$ cat src/rtl/wgm_pkg.sv
// Package: widths, character codes and case folding for the glob matcher.
package wgm_pkg;

  localparam int MAX_LEN = 64;
  localparam int IDX_W   = (MAX_LEN > 1) ? $clog2(MAX_LEN) : 1;
  localparam int LEN_W   = $clog2(MAX_LEN + 1);

  typedef logic [7:0]       char_t;
  typedef logic [IDX_W-1:0] idx_t;
  typedef logic [LEN_W-1:0] len_t;

  localparam char_t CHAR_STAR  = 8'h2A;
  localparam char_t CHAR_QMARK = 8'h3F;
  localparam char_t CHAR_UC_A  = 8'h41;
  localparam char_t CHAR_UC_Z  = 8'h5A;
  localparam char_t CASE_DELTA = 8'h20;

  localparam len_t MAX_LEN_L = len_t'(MAX_LEN);

  function automatic char_t fold_case(input char_t c);
    if (c >= CHAR_UC_A && c <= CHAR_UC_Z) begin
      return c + CASE_DELTA;
    end
    return c;
  endfunction

endpackage

$ cat src/rtl/wgm_if.sv
// Interfaces: character request channel and match result channel.
interface wgm_in_if;
  logic           valid;
  logic           ready;
  logic           mode;
  wgm_pkg::char_t character;
  logic           has_char;
  logic           last;

  modport source(output valid, output mode, output character, output has_char,
                 output last, input ready);
  modport sink(input valid, input mode, input character, input has_char,
               input last, output ready);
endinterface

interface wgm_out_if;
  logic valid;
  logic ready;
  logic matched;
  logic too_long;

  modport source(output valid, output matched, output too_long, input ready);
  modport sink(input valid, input matched, input too_long, output ready);
endinterface

$ cat src/rtl/wgm_ram.sv
// Generic single-write, single-read RAM with registered read data.
module wgm_ram #(
  parameter int WIDTH = 8,
  parameter int DEPTH = 64
) (
  input  logic                                      clk,
  input  logic                                      we,
  input  logic [((DEPTH > 1) ? $clog2(DEPTH) : 1)-1:0] waddr,
  input  logic [WIDTH-1:0]                          wdata,
  input  logic [((DEPTH > 1) ? $clog2(DEPTH) : 1)-1:0] raddr,
  output logic [WIDTH-1:0]                          rdata
);

  logic [WIDTH-1:0] mem [DEPTH];

  always_ff @(posedge clk) begin
    if (we) begin
      mem[waddr] <= wdata;
    end
    rdata <= mem[raddr];
  end

endmodule

$ cat src/rtl/wildcard_glob_matcher.sv
// Top level: glob pattern matcher with '*' and '?' and a backtracking walk.
//
// Requests on in_ch carry one character each. mode=0 appends to the pattern,
// mode=1 to the subject; last closes the string, has_char=0 marks an empty
// one. A pattern request after a closed pattern starts a new pattern. The
// pattern is kept across subjects.
// A subject request with last=1 starts the walk and yields one request on
// out_ch (matched, too_long). Other requests yield nothing.
// Loading takes a request whenever in_ch.ready is high. After the closing
// subject request the block holds in_ch.ready low through S_RD, one S_EV
// state per walk step (one read of each store per step, at most about
// (pattern_length + 1) * subject_length + pattern_length steps) and S_DONE,
// which writes the result register. Too long strings skip the walk.
// The result waits in an output register while out_ch.ready is low; loading
// continues meanwhile, and a following walk holds its result until the
// register frees.
// Reset (synchronous, rst_n low) clears lengths, flags and the output valid;
// store contents are left as they are.
module wildcard_glob_matcher (
  input logic       clk,
  input logic       rst_n,
  wgm_in_if.sink    in_ch,
  wgm_out_if.source out_ch
);
  import wgm_pkg::*;

  localparam logic [1:0] S_IDLE = 2'd0;
  localparam logic [1:0] S_RD   = 2'd1;
  localparam logic [1:0] S_EV   = 2'd2;
  localparam logic [1:0] S_DONE = 2'd3;

  logic [1:0] state_r, state_nxt;
  len_t       plen_r, plen_nxt;
  len_t       slen_r, slen_nxt;
  logic       povf_r, povf_nxt;
  logic       sovf_r, sovf_nxt;
  logic       pdone_r, pdone_nxt;
  logic       out_valid_r, out_valid_nxt;
  logic       out_matched_r, out_matched_nxt;
  logic       out_tl_r, out_tl_nxt;

  len_t       p_r, p_nxt;
  len_t       s_r, s_nxt;
  len_t       star_p_r, star_p_nxt;
  len_t       star_s_r, star_s_nxt;
  logic       have_star_r, have_star_nxt;
  logic       res_r, res_nxt;
  logic       tl_r, tl_nxt;

  logic       acc;
  len_t       eff_plen;
  logic       eff_povf;
  logic       p_we, s_we;
  idx_t       p_raddr, s_raddr;
  char_t      pc, sc;
  logic       p_in, s_in, is_star, chr_ok;
  logic       sovf_new;

  assign in_ch.ready    = (state_r == S_IDLE);
  assign acc            = in_ch.valid && in_ch.ready;
  assign out_ch.valid   = out_valid_r;
  assign out_ch.matched = out_matched_r;
  assign out_ch.too_long = out_tl_r;

  assign eff_plen = pdone_r ? '0 : plen_r;
  assign eff_povf = pdone_r ? 1'b0 : povf_r;
  assign p_we     = acc && !in_ch.mode && in_ch.has_char && (eff_plen < MAX_LEN_L);
  assign s_we     = acc && in_ch.mode && in_ch.has_char && (slen_r < MAX_LEN_L);
  assign sovf_new = sovf_r || (in_ch.has_char && (slen_r >= MAX_LEN_L));

  assign p_in    = p_r < plen_r;
  assign s_in    = s_r < slen_r;
  assign is_star = p_in && (pc == CHAR_STAR);
  assign chr_ok  = p_in && ((pc == CHAR_QMARK) || (fold_case(pc) == fold_case(sc)));

  assign p_raddr = (state_r == S_EV) ? p_nxt[IDX_W-1:0] : p_r[IDX_W-1:0];
  assign s_raddr = (state_r == S_EV) ? s_nxt[IDX_W-1:0] : s_r[IDX_W-1:0];

  wgm_ram #(.WIDTH(8), .DEPTH(MAX_LEN)) u_pat_ram (
    .clk   (clk),
    .we    (p_we),
    .waddr (eff_plen[IDX_W-1:0]),
    .wdata (in_ch.character),
    .raddr (p_raddr),
    .rdata (pc)
  );

  wgm_ram #(.WIDTH(8), .DEPTH(MAX_LEN)) u_subj_ram (
    .clk   (clk),
    .we    (s_we),
    .waddr (slen_r[IDX_W-1:0]),
    .wdata (in_ch.character),
    .raddr (s_raddr),
    .rdata (sc)
  );

  always_comb begin
    state_nxt       = state_r;
    plen_nxt        = plen_r;
    slen_nxt        = slen_r;
    povf_nxt        = povf_r;
    sovf_nxt        = sovf_r;
    pdone_nxt       = pdone_r;
    out_valid_nxt   = out_valid_r;
    out_matched_nxt = out_matched_r;
    out_tl_nxt      = out_tl_r;
    p_nxt           = p_r;
    s_nxt           = s_r;
    star_p_nxt      = star_p_r;
    star_s_nxt      = star_s_r;
    have_star_nxt   = have_star_r;
    res_nxt         = res_r;
    tl_nxt          = tl_r;

    if (out_valid_r && out_ch.ready) begin
      out_valid_nxt = 1'b0;
    end

    case (state_r)
      S_IDLE: begin
        if (acc) begin
          if (!in_ch.mode) begin
            plen_nxt  = eff_plen;
            povf_nxt  = eff_povf;
            pdone_nxt = in_ch.last;
            if (in_ch.has_char) begin
              if (eff_plen < MAX_LEN_L) begin
                plen_nxt = eff_plen + len_t'(1);
              end else begin
                povf_nxt = 1'b1;
              end
            end
          end else begin
            sovf_nxt = sovf_new;
            if (s_we) begin
              slen_nxt = slen_r + len_t'(1);
            end
            if (in_ch.last) begin
              p_nxt         = '0;
              s_nxt         = '0;
              have_star_nxt = 1'b0;
              res_nxt       = 1'b0;
              tl_nxt        = povf_r || sovf_new;
              state_nxt     = (povf_r || sovf_new) ? S_DONE : S_RD;
            end
          end
        end
      end
      S_RD: begin
        state_nxt = S_EV;
      end
      S_EV: begin
        if (s_in) begin
          if (is_star) begin
            have_star_nxt = 1'b1;
            star_p_nxt    = p_r;
            star_s_nxt    = s_r;
            p_nxt         = p_r + len_t'(1);
          end else if (chr_ok) begin
            p_nxt = p_r + len_t'(1);
            s_nxt = s_r + len_t'(1);
          end else if (have_star_r) begin
            star_s_nxt = star_s_r + len_t'(1);
            p_nxt      = star_p_r + len_t'(1);
            s_nxt      = star_s_r + len_t'(1);
          end else begin
            res_nxt   = 1'b0;
            state_nxt = S_DONE;
          end
        end else if (is_star) begin
          p_nxt = p_r + len_t'(1);
        end else begin
          res_nxt   = (p_r == plen_r);
          state_nxt = S_DONE;
        end
      end
      S_DONE: begin
        if (!out_valid_r || out_ch.ready) begin
          out_valid_nxt   = 1'b1;
          out_matched_nxt = res_r && !tl_r;
          out_tl_nxt      = tl_r;
          slen_nxt        = '0;
          sovf_nxt        = 1'b0;
          state_nxt       = S_IDLE;
        end
      end
      default: begin
        state_nxt = S_IDLE;
      end
    endcase
  end

  always_ff @(posedge clk) begin
    if (!rst_n) begin
      state_r     <= S_IDLE;
      plen_r      <= '0;
      slen_r      <= '0;
      povf_r      <= 1'b0;
      sovf_r      <= 1'b0;
      pdone_r     <= 1'b0;
      out_valid_r <= 1'b0;
    end else begin
      state_r     <= state_nxt;
      plen_r      <= plen_nxt;
      slen_r      <= slen_nxt;
      povf_r      <= povf_nxt;
      sovf_r      <= sovf_nxt;
      pdone_r     <= pdone_nxt;
      out_valid_r <= out_valid_nxt;
    end
  end

  always_ff @(posedge clk) begin
    out_matched_r <= out_matched_nxt;
    out_tl_r      <= out_tl_nxt;
    p_r           <= p_nxt;
    s_r           <= s_nxt;
    star_p_r      <= star_p_nxt;
    star_s_r      <= star_s_nxt;
    have_star_r   <= have_star_nxt;
    res_r         <= res_nxt;
    tl_r          <= tl_nxt;
  end

endmodule

$ cat src/flat_wrapper.sv
// flat-port wrapper written by rule: the top's interface ports become plain ports
module wildcard_glob_matcher_flat import wgm_pkg::*;
  (clk, rst_n, in_ch_valid, in_ch_mode, in_ch_character, in_ch_has_char, in_ch_last, in_ch_ready, out_ch_valid, out_ch_matched, out_ch_too_long, out_ch_ready);
  wgm_in_if in_ch_i ();
  wgm_out_if out_ch_i ();
  input logic clk;
  input logic rst_n;
  input wire logic [$bits(in_ch_i.valid)-1:0] in_ch_valid;
  input wire logic [$bits(in_ch_i.mode)-1:0] in_ch_mode;
  input wire logic [$bits(in_ch_i.character)-1:0] in_ch_character;
  input wire logic [$bits(in_ch_i.has_char)-1:0] in_ch_has_char;
  input wire logic [$bits(in_ch_i.last)-1:0] in_ch_last;
  output wire logic [$bits(in_ch_i.ready)-1:0] in_ch_ready;
  output wire logic [$bits(out_ch_i.valid)-1:0] out_ch_valid;
  output wire logic [$bits(out_ch_i.matched)-1:0] out_ch_matched;
  output wire logic [$bits(out_ch_i.too_long)-1:0] out_ch_too_long;
  input wire logic [$bits(out_ch_i.ready)-1:0] out_ch_ready;
  assign in_ch_i.valid = in_ch_valid;
  assign in_ch_i.mode = in_ch_mode;
  assign in_ch_i.character = in_ch_character;
  assign in_ch_i.has_char = in_ch_has_char;
  assign in_ch_i.last = in_ch_last;
  assign in_ch_ready = in_ch_i.ready;
  assign out_ch_valid = out_ch_i.valid;
  assign out_ch_matched = out_ch_i.matched;
  assign out_ch_too_long = out_ch_i.too_long;
  assign out_ch_i.ready = out_ch_ready;
  wildcard_glob_matcher u_core (.clk(clk), .rst_n(rst_n), .in_ch(in_ch_i), .out_ch(out_ch_i));
endmodule
$ cat config.mk
export PLATFORM = sky130hd
export DESIGN_NAME = wildcard_glob_matcher_flat
export DESIGN_NICKNAME = d
export VERILOG_FILES = /design/src/rtl/wgm_pkg.sv /design/src/rtl/wgm_if.sv /design/src/rtl/wgm_ram.sv /design/src/rtl/wildcard_glob_matcher.sv /design/src/flat_wrapper.sv
export SDC_FILE = /design/constraint.sdc
export NUM_CORES = 2
export LEC_CHECK = 0
export BUFFER_PORTS_ARGS = -buffer_cell sky130_fd_sc_hd__buf_2
export CORE_ASPECT_RATIO = 0.8
export CORE_MARGIN = 2
export CORE_UTILIZATION = 42
export DETAILED_ROUTE_END_ITERATION = 10
export PLACE_DENSITY = 0.53
export SYNTH_ARGS = -nofsm -noshare
export SYNTH_HDL_FRONTEND = slang
export SYNTH_SLANG_ARGS = --single-unit
$ cat constraint.sdc
create_clock -name clk -period 5.1 [get_ports clk]
set_input_delay 0 -clock clk [delete_from_list [all_inputs] [get_ports clk]]
set_output_delay 0 -clock clk [all_outputs]
set_load 0.005 [all_outputs]
== Yosys cells after proc, flatten, opt, wreduce, memory -nomap -nowiden ==
Memories as Yosys holds them, arrays and structs flattened. A register that Yosys moved wholly into a read port is not among the register bits.
Index checks and enable logic that the tools add are counted.

* Memory bits (writable): 1024
* Memories kept: 2
* Register bits after elaboration: 53
* Logic and storage cells: 169
* Output and inout port bits: 4

* Muxes and demuxes: 73
* Reduce and logical (&&, ||, !) cells: 37
* $lt $le $gt $ge: 9
* Eq/ne operators: 21
* Add/sub/neg operators: 8
* Bitwise logic cells: 1

{| class="wikitable"
|+ Memory list
! memory !! depth !! width !! read ports !! clocked after memory_dff !! wr ports !! RTL line !! source
|-
| u_core.u_pat_ram.mem || 64 || 8 || 1 || 1 || 1 || wgm_ram.sv:14 || <nowiki>logic [WIDTH-1:0] mem [DEPTH];</nowiki>
|-
| u_core.u_subj_ram.mem || 64 || 8 || 1 || 1 || 1 || wgm_ram.sv:14 ||
|}

{| class="wikitable"
|+ Operators with widths
! cell !! number
|-
| $mux W7 || 25
|-
| $add A7 B1 Y7 const B || 6
|-
| $pmux W7 S2 || 3
|-
| $mux W8 || 4
|-
| $mux W1 || 25
|-
| $reduce_and A7 Y1 || 3
|-
| $mux W2 || 10
|-
| $add A8 B6 Y8 const B || 2
|-
| $eq A8 B6 Y1 const B || 2
|-
| $ge A8 B7 Y1 const B || 2
|-
| $le A8 B7 Y1 const B || 2
|-
| $logic_and A1 B1 Y1 || 14
|-
| $lt A7 B7 Y1 || 2
|-
| $lt A7 B7 Y1 const B || 2
|-
| $mux W6 || 2
|-
| $reduce_and A4 Y1 || 3
|-
| $reduce_and A6 Y1 || 2
|-
| $ne A2 B2 Y1 const B || 5
|-
| $eq A8 B8 Y1 || 1
|-
| $ne A2 B1 Y1 const B || 4
|-
| $pmux W2 S4 || 1
|-
| $eq A7 B7 Y1 || 1
|-
| $ge A7 B7 Y1 const B || 1
|-
| $ne A3 B1 Y1 const B || 2
|-
| other kinds (13) || 25
|}

== Longest topological paths before layout ==
* Word-level depth: 12
* Gate-level depth with buffers: 20
* Depth with buffers taken out: 15

== Hierarchy ==
A second synthesis with hierarchy kept.

* Cells, all modules: 2366
* Area, all modules: 44193.6 um2

{| class="wikitable"
|+ Modules (own cells, without submodules)
! module !! cells each !! area an instance (um2) !! instances !! seq. area each (um2)
|-
| wgm_ram (u_core.u_subj_ram) || 940 || 20166.8 || 1 || 15534.9
|-
| wgm_ram (u_core.u_pat_ram) || 930 || 20064.2 || 1 || 15534.9
|-
| wildcard_glob_matcher || 496 || 3962.6 || 1 || 1271.2
|}

== Least setup slack after synthesis ==
No wires, ideal clock.

* Path kind: flip-flop to flip-flop
* From: register u_core.plen_r[4]
* To: register u_core.u_subj_ram.rdata[5] (read register of u_core.u_subj_ram.mem)
* Data required time: 5.013 ns
* Stages on the path, launching flop included: 18
* Clock period less this slack: 4.079 ns
* Path slack: 1.021 ns
* Arrival time: 3.991 ns
* Cells stage by stage: dfxtp_1 > clkbuf_1 > inv_1 > ha_1 > a21oi_1 > o21ai_0 > or2_2 > nor2_1 > nand4_1 > o21ai_4 > mux2_2 > nand2_1 > buf_2 > buf_1 > mux2i_1 > mux2i_1 > a22o_1 > nor4b_2

* Word-level cells in the longest chain between the ends: 7
* Elaborated cells between the ends (all ways): 8

{| class="wikitable"
|+ RTL lines
! item !! RTL line !! source
|-
| start: declaration || wildcard_glob_matcher.sv:33 || <nowiki>len_t plen_r, plen_nxt;</nowiki>
|-
| start signal: assignment || wildcard_glob_matcher.sv:204 || <nowiki>plen_r <= plen_nxt;</nowiki>
|-
| $lt A7 B7 Y1 (*) || wildcard_glob_matcher.sv:71 || <nowiki>assign p_in = p_r < plen_r;</nowiki>
|-
| $logic_and A1 B1 Y1 || wildcard_glob_matcher.sv:74 || <nowiki>assign chr_ok = p_in && ((pc == CHAR_QMARK) || (fold_case(pc) == fold_case(sc)));</nowiki>
|-
| $mux W7 || wildcard_glob_matcher.sv:159 || <nowiki>end else if (chr_ok) begin</nowiki>
|-
| $mux W7 (*) || wildcard_glob_matcher.sv:154 || <nowiki>if (is_star) begin</nowiki>
|-
| $mux W7 (*) || wildcard_glob_matcher.sv:153 || <nowiki>if (s_in) begin</nowiki>
|-
| $pmux W7 S2 (*) || wildcard_glob_matcher.sv:119 || <nowiki>case (state_r)</nowiki>
|-
| $mux W6 (*) || wildcard_glob_matcher.sv:77 || <nowiki>assign s_raddr = (state_r == S_EV) ? s_nxt[IDX_W-1:0] : s_r[IDX_W-1:0];</nowiki>
|-
| end: declaration || wgm_ram.sv:11 || <nowiki>output logic [WIDTH-1:0] rdata</nowiki>
|}

Mark *: on every way between the ends. The rest lies on a longest branch, timed or not. The select of a mux whose other input is x is not followed.
A chain may end at the register's enable or synchronous reset.

== Worst setup path in the final report ==
* From: register u_core.slen_r[2]
* To: register u_core.u_pat_ram.rdata[5] (read register of u_core.u_pat_ram.mem)

* Word-level cells in the longest chain between the ends: 4

{| class="wikitable"
|+ RTL lines
! item !! RTL line !! source
|-
| start: declaration || wildcard_glob_matcher.sv:34 || <nowiki>len_t slen_r, slen_nxt;</nowiki>
|-
| start signal: assignment || wildcard_glob_matcher.sv:205 || <nowiki>slen_r <= slen_nxt;</nowiki>
|-
| $lt A7 B7 Y1 || wildcard_glob_matcher.sv:72 || <nowiki>assign s_in = s_r < slen_r;</nowiki>
|-
| $mux W7 || wildcard_glob_matcher.sv:153 ||
|-
| $pmux W7 S2 || wildcard_glob_matcher.sv:119 ||
|-
| $mux W6 || wildcard_glob_matcher.sv:76 || <nowiki>assign p_raddr = (state_r == S_EV) ? p_nxt[IDX_W-1:0] : p_r[IDX_W-1:0];</nowiki>
|-
| end: declaration || wgm_ram.sv:11 ||
|}

Every way passes these cells.

==> run metrics <==
run status finished clean; most common cell after layout, fill and taps aside edfxtp_1; Max VDD drop 0.277 mV; latest clock arrival within the worst-skew pair 710 ps; MaxCap Viol Count 0; Layout fillers 9,516; clk buf depth 3; CP Capture Type flop; row count 108; FFs w/ async S/R, synth 0%; Avg Cell Area, Syn 12.9 um^2; type of the worst setup path reg2reg; leakage power 18.0 nW; setup ws final 196 ps; synthesized flop and latch total 1,093; post-synth top area share 68.5%; Die Y 299 um; Layout Skew 30.2 ps; Slew Viols, Final 0; area of the die 0.112 mm^2; layout cells sized above 1 10.8%; post-synth net total 3,602; RD Place Congestion 0.925; post-route antenna net violation count 0; drt wl/cell 25.0 um; Max Freq 204 MHz; Ys Warns 0; vias 29,800; Netlist Area Pre-Place 0.0458 mm^2; Slew @ Worst Pin 1110 ps; Buffers on Ports 18; ys flop type edfxtp_1; Final Hold Viols 0; CTS H-Tree Depth 3; CTS buffer count 111; Synth area leader edfxtp_1; first-pass GRT wire length 189,000 um; startpoint types flop; # DRC 0; Crit path arrival time 5560 ps; Core ar. 0.108 mm^2; initial antenna violation count 4; post-detail-place hpwl 81,100 um; vias in the first global route 28,100; pre-CTS setup slack 68.6 ps; Post-synth EDFFs 1,045; largest net degree at the start of global routing 95; global route total overflow 0; root buf cell clkbuf_16; CTS sink cnt 1,093; final setup fails 0; starting density of the core 42.3%; Area Overhead vs Synth 14.2%; Routed WL 130,000 um; Pwr per Cell Area 407 mW/mm^2; cell area after layout 0.0523 mm^2; utilization after layout 48.3%; vias per inst 5.73; Reg clk slew, reported paths 70 ps; Rel. slew slack 25.9%; Post-Syn Instances 3,563; Worst EP required 5750 ps; Die X 373 um; GR Util All Layers 22.7%; layout net count 3,703; Cell Area, Placed 0.0483 mm^2; 1st-iter DRT viols 3,399; crit path max fanout 16; minimum clock period 4900 ps; commonest non-fill, non-tap cells in the layout edfxtp_1 (1,045), nand2_1 (790), nor2_1 (234); num ports 19; Synth cell types 81; Seq/Total Area, Yosys 70.6%; CTS tree built; period utilization 96.2%; Hold Crit Class in2reg; largest cells by area after synthesis edfxtp_1 (69%), nand2_1 (6.5%), mux2i_1 (3.7%), nand3_1 (2.2%), a21oi_1 (2.2%); drt first pass iters 6
## cells by family after synthesis
family / share of synthesized area (%)
AND/OR/NAND/NOR: 13.4
flip-flops: 70.6
AO/OA/AOI/OAI: 8.53
buffers and inverters: 2.17
multiplexers: 4.01
XOR/XNOR: 0.642
adder cells (fa/ha/maj): 0.656
## power breakdown
group	internal, mW	switching [mW]	total, mW
clock	4.80	3.53	8.33
combinational	0.958	2.00	2.95
sequential	9.90	0.0972	10.0
## routing by layer
| layer | vias to the layer above | global-route usage [%] | wire, um |
|---|---|---|---|
| li1 | 13600 | - | - |
| met4 | 2 | 4.51 | 2220 |
| met1 | 14800 | 35.5 | 61300 |
| met2 | 1210 | 31.5 | 53600 |
| met5 | - | 0 | 7 |
| met3 | 170 | 5.98 | 12600 |
## per-stage QoR
stage / setup TNS (ps) / total power [mW] / instances / hold slack [ps]
CTS: 0 / 21.3 / 5186 / 186
floorplan: 0 / 11.7 / 3563 / 98.9
finish: 0 / 21.3 / 5193 / 221
global route: -0.719 / 22.0 / 5192 / 210
detailed placement: 0 / 13.0 / 4956 / 317
global placement: -10.0 / 13.0 / 4956 / 296
## timing repair
action | CTS | global route
hold buffers | 19 | 0
gates resized for setup | 0 | 20
setup buffers | 0 | 4
endpoints found under the hold margin | 326 | 0
endpoints found under the setup margin | 0 | 12
## layout make-up
type	instances	area [um^2]	share of cell area, %
diodes	1	2.50	0.00478
clock buffers	128	2860	5.47
clock inverters	83	846	1.62
inverters	31	116	0.222
multi-input cells	2233	12600	24.2
flip-flops and latches	1093	32300	61.8
well taps	1430	1790	3.42
repair buffers	194	1700	3.26
## cell usage after synthesis (29+ instances only)
cell / n
a211oi_1: 36
a21oi_1: 202
a311oi_1: 35
a31oi_1: 37
and3_1: 65
buf_1: 29
buf_2: 54
clkbuf_1: 119
dfxtp_1: 48
edfxtp_1: 1045
inv_1: 30
mux2i_1: 169
nand2_1: 793
nand3_1: 203
nor2_1: 235
nor4_1: 31
o21ai_0: 47
## path summary, 6_finish.rpt
| path | start | to | slack [ps] | cells past startpoint |
|---|---|---|---|---|
| setup / recovery | u_core.slen_r[2] | u_core.u_pat_ram.rdata[5] | 200 | 18 |
| hold / removal | rst_n | u_core.state_r[0] | 220 | 3 |
| setup reg to reg | u_core.slen_r[2] | u_core.u_pat_ram.rdata[5] | 200 | 18 |
| hold reg to reg | u_core.tl_r | u_core.out_ch.too_long | 460 | 0 |
## critical path, stage by stage, from the launching register on
cell      delay (ps)
dfxtp_1          440
inv_1            140
ha_1             290
o211ai_1         190
nor2_1           120
a21o_1           250
nor3_1           370
nand4_1          160
o211ai_1         390
a21o_4           360
buf_12           210
buf_4            180
nand2_1           60
a21oi_1          210
nor4_1           110
nor4_1           510
o311ai_2         310
nor4_1           340
buf_4            170
## sequential cells by signal (all words and copies together), names as in the netlist
name / cells
u_core.have_star_r: 1
u_core.out_ch.matched: 1
u_core.out_ch.too_long: 1
u_core.out_ch.valid: 1
u_core.p_r: 7
u_core.pdone_r: 1
u_core.plen_r: 7
u_core.povf_r: 1
u_core.res_r: 1
u_core.s_r: 7
u_core.slen_r: 7
u_core.sovf_r: 1
u_core.star_p_r: 7
u_core.star_s_r: 7
u_core.state_r: 2
u_core.tl_r: 1
u_core.u_pat_ram.mem: 512
u_core.u_pat_ram.rdata: 8
u_core.u_subj_ram.mem: 512
u_core.u_subj_ram.rdata: 8
Power figures use the tool's default switching activity.
